==> src/hdl/pba_pkg.sv <==
// Shared types and constants of the paged bump allocator.
package pba_pkg;

	localparam logic [20:0] PAGE_LIMIT       = 21'd1048576;
	localparam logic [20:0] PAGE_BYTES_RESET = 21'd4096;

	typedef enum logic [1:0] {
		OP_ALLOC   = 2'd0,
		OP_REWIND  = 2'd1,
		OP_RELEASE = 2'd2,
		OP_NONE    = 2'd3
	} op_t;

	typedef enum logic [1:0] {
		ST_OK   = 2'd0,
		ST_ZERO = 2'd1,
		ST_BIG  = 2'd2,
		ST_FULL = 2'd3
	} status_t;

	// token that walks the row of page cells, one cell per cycle
	typedef struct packed {
		logic        valid;
		op_t         kind;
		logic        found;
		logic [7:0]  page;
		logic [19:0] offset;
	} tok_t;

	// request held steady while its token walks the row
	typedef struct packed {
		logic [20:0] size;
		logic [20:0] limit;
	} req_t;

endpackage

==> src/hdl/pba_cell.sv <==
// One page cell: holds the page fill and opened flag, claims or passes the token.
module pba_cell (
	input  logic           clk,
	input  logic           arst_n,
	input  pba_pkg::tok_t  tok_in,
	input  pba_pkg::req_t  req,
	input  logic [7:0]     index,
	output pba_pkg::tok_t  tok_out
);
	import pba_pkg::*;

	logic [20:0] fill_q;
	logic        open_q;
	tok_t        tok_q;

	logic [20:0] base;
	logic [21:0] sum;
	logic        fits;
	logic        claim;
	tok_t        tok_nxt;

	// an unopened cell counts as empty; the first one reached is the next page to open
	assign base  = open_q ? fill_q : '0;
	assign sum   = {1'b0, base} + {1'b0, req.size};
	assign fits  = sum <= {1'b0, req.limit};
	assign claim = tok_in.valid && (tok_in.kind == OP_ALLOC) && !tok_in.found && fits;

	always_comb begin
		tok_nxt = tok_in;
		if (claim) begin
			tok_nxt.found  = 1'b1;
			tok_nxt.page   = index;
			tok_nxt.offset = base[19:0];
		end
	end

	always_ff @(posedge clk or negedge arst_n) begin
		if (!arst_n) begin
			fill_q <= '0;
			open_q <= 1'b0;
			tok_q  <= '0;
		end else begin
			tok_q <= tok_nxt;
			if (claim) begin
				fill_q <= sum[20:0];
				open_q <= 1'b1;
			end else if (tok_in.valid && tok_in.kind == OP_REWIND) begin
				fill_q <= '0;
			end else if (tok_in.valid && tok_in.kind == OP_RELEASE) begin
				fill_q <= '0;
				open_q <= 1'b0;
			end
		end
	end

	assign tok_out = tok_q;

endmodule

==> config.mk <==
export PLATFORM = sky130hd
export DESIGN_NAME = pba_cell
export DESIGN_NICKNAME = d
export VERILOG_FILES = /design/src/hdl/pba_pkg.sv /design/src/hdl/pba_cell.sv
export SDC_FILE = /design/constraint.sdc
export NUM_CORES = 1
export LEC_CHECK = 0
export ABC_CLOCK_PERIOD_IN_PS = 5700
export BUFFER_PORTS_ARGS = -buffer_cell sky130_fd_sc_hd__buf_2
export CORE_ASPECT_RATIO = 0.9
export CORE_MARGIN = 4
export CORE_UTILIZATION = 50
export DETAILED_ROUTE_END_ITERATION = 8
export PLACE_DENSITY_LB_ADDON = 0.3
export SLEW_MARGIN = 20
export SYNTH_ARGS = -nofsm -noshare
export SYNTH_HDL_FRONTEND = slang
export SYNTH_SLANG_ARGS = --single-unit
==> constraint.sdc <==
create_clock -name clk -period 5.7 [get_ports clk]
set_input_delay 0.285 -clock clk [delete_from_list [all_inputs] [get_ports clk]]
set_output_delay 0.285 -clock clk [all_outputs]
set_load 0.05 [all_outputs]
==> results of run 1 <==
[cell usage in the layout (no fill, tap or decap), drive strengths merged, types with 13 or more instances in the layout]
cell type and instances:
dfrtp 54, mux2 47, a21oi 21, ha 42, and2 40, nor2 13
buf 117, inv 34, nand2 18
[cell usage after synthesis (all sizes together) (2+ instances only)]
master  instances  area, um^2
nor2b           2       12.51
nand4           5       31.28
and2           40       250.2
a211oi          4       35.03
or3             2       12.51
mux2           47       701.9
xnor2          12       105.1
o21bai          2       15.01
mux2i           2       20.02
o21ai          11       58.80
xor2            5       43.79
a21oi          21       108.9
o311ai          2       17.52
buf             6       67.56
a211o           2       17.52
inv            34       127.6
nor3            5       25.02
ha             42       525.5
dfrtp          54        1351
nand2b          3       18.77
and4            2       17.52
nand3          12       60.06
clkbuf          5       18.77
a21o           11       82.58
nand2          18       67.56
o21ba           2       20.02
nor2           13       48.80
o31ai           2       15.01
and3            3       18.77
[cell families (layout without fill, tap and decap cells)]
group	count (synthesis)	count (layout)	share of synthesized area, %
XOR/XNOR	17	17	3.690
adder cells (fa/ha/maj)	43	43	13.52
flip-flops	54	54	33.49
AO/OA/AOI/OAI	66	66	11.19
multiplexers	49	49	17.89
AND/OR/NAND/NOR	110	110	14.92
buffers and inverters	45	159	5.302
[layer usage]
layer / up-vias / GRT usage, % / share of wire [%]
met3: 12 / 4.176 / 6.9
met4: 0 / 5.464 / 1.8
met1: 1478 / 27.59 / 46
met2: 94 / 33.06 / 46
li1: 1568 / - / -
met5: - / 0 / 0
[sequential cells by signal (all words and copies together), names as in the netlist]
register,flops
tok_out,32
open_q,1
fill_q,21
[how the worst max path moves through the flow]
| stage | from | to | cells past startpoint |
|---|---|---|---|
| after floorplan | open_q | fill_q[10] | 18 |
| after global placement | open_q | fill_q[20] | 16 |
| after detailed placement | open_q | fill_q[20] | 15 |
| after CTS | open_q | fill_q[20] | 15 |
| after global routing | open_q | fill_q[20] | 16 |
| final | open_q | fill_q[11] | 16 |
[power breakdown]
part           internal, mW  switching (mW)  total, mW
Clock                 0.131           0.137      0.269
Combinational         0.150           0.198      0.348
Sequential            0.414          0.0164      0.430
Total                 0.695           0.352       1.05
[stage by stage]
step / power [mW] / instance area [um^2] / util (%) / instances / hold slack (ns)
5_1_grt: 1.109 / 4781 / 62.13 / 594 / 0.1002
4_1_cts: 1.052 / 4781 / 62.13 / 594 / 0.1057
3_3_place_gp: 0.7750 / 4671 / 60.70 / 586 / 0.4374
3_5_place_dp: 0.7828 / 4671 / 60.70 / 586 / 0.4381
6_report: 1.047 / 4781 / 62.13 / 594 / 0.08052
2_1_floorplan: 0.6805 / 4035 / - / 384 / -0.01059
[area by class of cell]
cell class | count | area, um^2 | share of cell area, %
Tap cell | 96 | 120.1 | 2.512
Sequential cell | 54 | 1351 | 28.26
Timing Repair Buffer | 117 | 590.6 | 12.35
Multi-Input combinational cell | 285 | 2481 | 51.90
Clock buffer | 6 | 72.57 | 1.518
Inverter | 34 | 127.6 | 2.669
Clock inverter | 2 | 37.54 | 0.7851
[critical path: cells and delay by family, from the launching register on]
| kind | cells | cell delay [ns] |
|---|---|---|
| AOI/OAI and AO/OA | 6 | 1.86 |
| xor gates and xnor gates | 1 | 0.13 |
| adders and majority gates | 2 | 0.63 |
| buffers and inverters | 1 | 0.26 |
| DFF | 1 | 0.63 |
| muxes | 1 | 0.42 |
| and+or+nand+nor | 5 | 1.17 |
==> impl_results.md, run 1 <==
- Setup Fix Bufs, Post-CTS: 0
- Final nets: 624
- Final setup viols: 0
- RePlAce Congestion: 0.8817
- CORE AREA: 7695 um^2
- Clock Sinks: 54
- Drc violations: 0
- Mapped Area: 4035 um^2
- Slowest-stage cell, CP: a221o_4
- All-Layer GR Usage: 20.40%
- Die span in x: 102.7 um
- Syn Inst Count: between 300 and 400
- Final Max Tran Viols: 0
- Worst R2R Setup Slack: roughly 0.44 ns
- Iter 0 DRT Violations: around 110
- Mapped Nets: 511
- Number of synthesized flops with an enable pin: 0
- CP cell instances: buf_4 > and2_1 > ha_1 > and3_1 > a2111oi_2 > o21ai_1 > a21o_1 > a21oi_1 > xnor2_1 > ha_1 > nand4_1 > or3_1 > nor3_1 > a21oi_1 > a221o_4 > mux2_4
- H-tree lvl count: 2
- R2r endpoint: fill_q[11]
- Setup TNS: 0 ns
- Worst Setup End Kind: flip-flop
- Worst vdd ir: 107.0 uV
- Final period demand of the worst path: 5.264 ns
- Fraction of registers with async set/reset: 100.0%
- Hold-fix buffers, CTS: 0
- Total grt overflow: 0
- Crit-path max cell delay: 0.75 ns
- Layout cells sized above 1: 35.74%
- Leak pwr: 2.719 nW
- Root Buffer: clkbuf_8
- CTS tree: done
- Synthesis-to-layout area growth: 18.48%
- CTS clk-pin slew, worst paths: about 0.11 ns
- Vias: 3152
- Status: finished clean
- Worst Path Arrival: 5.47 ns
- Ports: between 100 and 150
- Yosys cell types: 50
- Max Cap Viol: 0
- Wire per inst: 16.05 um
- Final WS setup: 0.4355 ns
- DIE AREA: 9574 um^2
- Worst-case clock buffer depth: 2
- # diodes: 0
- Final period util: between 90% and 100%
- Max Fclk: 190.0 MHz
- Worst-Margin Slew: 0.9531 ns
- Largest net degree at the start of global routing: 55
- Setup WS pre-CTS: 0.4928 ns
- Buffers added on ports: 115
- Req. time, crit path: 5.91 ns
- Skew-Pair Late Insertion Delay: 0.32 ns
- # rows: 30
- First-pass iteration count of the detailed router: 4
- Resize count post-CTS: 0
- Die H: 93.23 um
- Fin Clk Skew: 0.008796 ns
- TritonCTS buffer count: 5
- HP Class: in2async
- Synth warn: 0
- Synth Area per Inst: around 11 um^2
- Max-slew headroom: 36.46%
- Register bit total from synthesis: 54
- Initial Utilization: 52.44%
- Critical path launch point type: flip-flop
- DRT Wirelength: 9531 um
- Post-synthesis sequential area ratio: 33.49%
- Vias in the first global route: about 3300
- First-pass GRT wire length: 15610 um
- Antenna viol nets, final: 0
- Reg2Reg Depth: 16
- Post-DP HPWL: 7209 um
- Fin. Hold Viols: 0
- RSZ-0062 raised after global routing: false
- RR Startpoint: open_q
- Initial antenna violation count: 0
- Fillcell total: 646
- CP Max Fanout: 51
- Pwr/cell area: 218.9 nW/um^2
- CP Class: reg2reg
- Post-synth top flop: dfrtp_1
- DR vias/cell: 5.306
No activity file was read; power rests on OpenSTA's default activity.
==> run 2: changes to the inputs <==
--- a/config.mk
+++ b/config.mk
@@ -5,11 +5,12 @@
 export SDC_FILE = /design/constraint.sdc
 export NUM_CORES = 1
 export LEC_CHECK = 0
-export ABC_CLOCK_PERIOD_IN_PS = 5700
+export ABC_AREA = 1
+export ABC_CLOCK_PERIOD_IN_PS = 4650
 export BUFFER_PORTS_ARGS = -buffer_cell sky130_fd_sc_hd__buf_2
 export CORE_ASPECT_RATIO = 0.9
 export CORE_MARGIN = 4
-export CORE_UTILIZATION = 50
+export CORE_UTILIZATION = 48
 export DETAILED_ROUTE_END_ITERATION = 8
 export PLACE_DENSITY_LB_ADDON = 0.3
 export SLEW_MARGIN = 20
==> constraint.sdc (replaced) <==
create_clock -name clk -period 4.65 [get_ports clk]
set_input_delay 0.2325 -clock clk [delete_from_list [all_inputs] [get_ports clk]]
set_output_delay 0.2325 -clock clk [all_outputs]
set_load 0.05 [all_outputs]
==> impl_results.md, run 2 <==
- Largest net degree at the start of global routing: 55 (unchanged)
- RSZ-0062 raised after global routing: false
- Layout cells sized above 1: 22.51% (-13 points)
- Post-DP Area: 4713 um^2 (+0.91%)
- Max reg flops: 32 (unchanged)
- Mapped Nets: 677 (+32%)
- Slowest-stage cell, CP: dfrtp_1
- Met3 Resource Use GR: 3.521% (-0.66 points)
- Worst-case clock buffer depth: 2 (unchanged)
- Syn Inst Count: 550 (+43%)
- Yosys cell types: 29 (-42%)
- CP Class: reg2reg
- Synthesis-to-layout area growth: 19.13%
- Final Max Tran Viols: 0 (unchanged)
- Final period util: 90.14% (-2.2 points)
- Max Fclk: 238.6 MHz (+26%)
- Wire per inst: 14.22 um (-11%)
- Routing usage on met1: 31.60% (+4.0 points)
- Pwr/cell area: 245.8 nW/um^2 (+12%)
- Largest cells by area after synthesis: dfrtp_1 (33%), nand2_1 (14%), ha_1 (13%), inv_1 (7.7%), o21ai_0 (5.1%)
- Synth warn: 0 (unchanged)
- Buf/Inv on CP: 2 (+1)
- # rows: 31 (+3.3%)
- Clock Sinks: 54 (unchanged)
- DR vias/cell: 5.163 (-2.7%)
- Crit-path leading delay family: simple AND/OR/NAND/NOR gates
- First-pass GRT wire length: 17580 um (+13%)
- Mapped Area: 4049 um^2 (+0.34%)
- Synth Area per Inst: 7.362 um^2 (-30%)
- Post-DP HPWL: 8947 um (+24%)
- Synth Area in Compound Gates: 10.32% (-0.87 points)
- Leak pwr: 2.922 nW (+7.5%)
- Number of synthesized flops with an enable pin: 0 (unchanged)
- Register bit total from synthesis: 54 (unchanged)
- Status: finished clean
- Post-synth top flop: dfrtp_1
- RePlAce Congestion: 0.9150 (+3.8%)
- Setup WS pre-CTS: 0.4640 ns (-0.02886 ns)
- Most used cell, CP: nand2_1
- Drc violations: 0 (unchanged)
- CTS tree: done
- CORE AREA: 8145 um^2 (+5.9%)
- First-pass iteration count of the detailed router: 5 (+1)
- Critical path launch point type: flip-flop
- Dominant cell type by area after synthesis: dfrtp_1
- Largest family of logic cells by synthesized area: simple AND/OR/NAND/NOR gates
- DIE AREA: 9971 um^2 (+4.1%)
- Worst vdd ir: 117.4 uV (+9.7%)
- Final period demand of the worst path: 4.191 ns (-1.073 ns)
- Buffers added on ports: 115 (unchanged)
- Share of the synthesized area in the top cell type: 33.37% (-0.11 points)
- Fin. Hold Viols: 0 (unchanged)
- Hold WS: 0.03904 ns (-0.04148 ns)
- Req. time, crit path: 4.84 ns (-1.07 ns)
- # diodes: 0 (unchanged)
- Count leader, synth: nand2_1
- Most frequent cells in the layout: nand2_1 (147), buf_2 (115), inv_1 (83)
- Post-synthesis xor/xnor area fraction: 3.894% (+0.20 points)
- Root Buffer: clkbuf_8
- Skew-Pair Late Insertion Delay: 0.30 ns (-0.02 ns)
- Synth cell count leaders: nand2_1 (147), inv_1 (83), dfrtp_1 (54), ha_1 (42), o21ai_0 (41)
- Vias: 3929 (+25%)
- Final WS setup: 0.4587 ns (+0.02317 ns)
- Setup TNS: 0 ns (unchanged)
- Mux cell area share after synthesis: 0% (-18 points)
- TritonCTS buffer count: 5 (unchanged)
- Routing usage on met2: 34.03% (+0.96 points)
- CP Max Fanout: 30 (-41%)
- Worst Path Arrival: 4.38 ns (-1.09 ns)
- Total grt overflow: 0 (unchanged)
- Iter 0 DRT Violations: 236 (+120%)
- CTS clk-pin slew, worst paths: 0.09 ns (-0.02 ns)
- H-tree lvl count: 2 (unchanged)
- Die H: 95.13 um (+2.0%)
- Post-route cell area: 4823 um^2 (+0.89%)
- Crit-path max cell delay: 0.56 ns (-0.19 ns)
- CP cell instances: nand2_1 > inv_1 > ha_1 > nand2_1 > o21ai_0 > nand2b_1 > a21oi_1 > xnor2_1 > ha_1 > nand2_1 > nand2_1 > nand2_1 > nand2_1 > a21oi_1 > nand2_1 > nand2_1 > nand2_1 > nand2_1 > nand2_1 > nand2_2 > nand3_4 > buf_12 > nand2_1 > o21ai_0
- Commonest non-fill, non-tap cell in the layout: nand2_1
- All-Layer GR Usage: 21.80% (+1.4 points)
- Antenna viol nets, final: 0 (unchanged)
- Fin Clk Skew: 0.003289 ns (-0.005507 ns)
- Global routing's busiest layer: met2
- Final nets: 788 (+26%)
- Synth Area in Adders: 13.47% (-0.046 points)
- Initial antenna violation count: 0 (unchanged)
- Fillcell total: 801 (+24%)
- Initial Utilization: 49.71% (-2.7 points)
- Vias in the first global route: 3713 (+12%)
- DRT Wirelength: 10820 um (+14%)
- Simple-gate portion of the synthesized area: 28.68% (+14 points)
- Die span in x: 104.8 um (+2.1%)
- Final setup viols: 0 (unchanged)
- Ports: 116 (unchanged)
- Pwr Total: 1.186 mW (+13%)
- Fraction of registers with async set/reset: 100.0% (unchanged)
- Max-slew headroom: 45.63% (+9.2 points)
- Post-synthesis sequential area ratio: 33.37% (-0.11 points)
- Worst Setup End Kind: flip-flop
- Max Cap Viol: 0 (unchanged)
- Worst-Margin Slew: 0.8146 ns (-0.1385 ns)
- HP Class: in2async
-- run 2: cell count changes after synthesis, moves of 10 or more --
| cell | delta |
|---|---|
| a21o_1 | -10 |
| and2_1 | -40 |
| inv_1 | +49 |
| nand3_1 | +10 |
| nor2_1 | +14 |
| mux2_4 | -46 |
| nand4_1 | +24 |
| nand3_2 | +11 |
| a21oi_1 | +13 |
| o21ai_0 | +34 |
| nand2_1 | +129 |
-- run 2: power breakdown --
part	switching, mW	leakage, nW	internal, mW
Combinational	0.241	2.20	0.119
Clock	0.145	0.0514	0.161
Sequential	0.0187	0.676	0.501
-- run 2: cells by family after synthesis --
logic type	Yosys count
AOI/OAI and AO/OA	81
xor gates and xnor gates	18
adders and majority gates	43
buffers and inverters	102
DFF	54
and+or+nand+nor	252
-- run 2: path summary, 6_finish.rpt --
path | to | cells after the start | slack (ns) | start
max in group asynchronous | tok_out[16] | 2 | 4.16 | arst_n
hold / removal | tok_out[4] | 2 | 0.04 | arst_n
setup / recovery | tok_out[0] | 24 | 0.46 | open_q
setup reg to reg | tok_out[0] | 24 | 0.46 | open_q
min in group clk | tok_out[29] | 1 | 0.05 | tok_in[29]
hold reg to reg | fill_q[7] | 2 | 0.51 | fill_q[7]
-- run 2: what timing repair did --
action,in CTS,in global routing
hold buffers,0,0
setup buffers,0,0
gates resized for setup,0,1
endpoints found under the setup margin,0,1
-- run 2: stage by stage --
stage,util (%),instances
detailed placement,57.86,753
CTS,59.22,761
floorplan,-,550
global placement,57.86,753
finish,59.22,761
global route,59.22,761
-- run 2: layer usage --
metal,vias to the layer above,wire (um)
li1,2012,-
met5,-,0
met2,135,4596
met3,11,744
met1,1771,5313
met4,0,170
-- run 2: area by class of cell --
type | count | area [um^2] | share of cell area, %
clock buffers | 6 | 72.57 | 1.505
clock inverters | 2 | 37.54 | 0.7782
inverters | 84 | 315.3 | 6.537
well taps | 99 | 123.9 | 2.568
repair buffers | 122 | 640.6 | 13.28
flip-flops and latches | 54 | 1351 | 28.02
multi-input cells | 394 | 2282 | 47.32
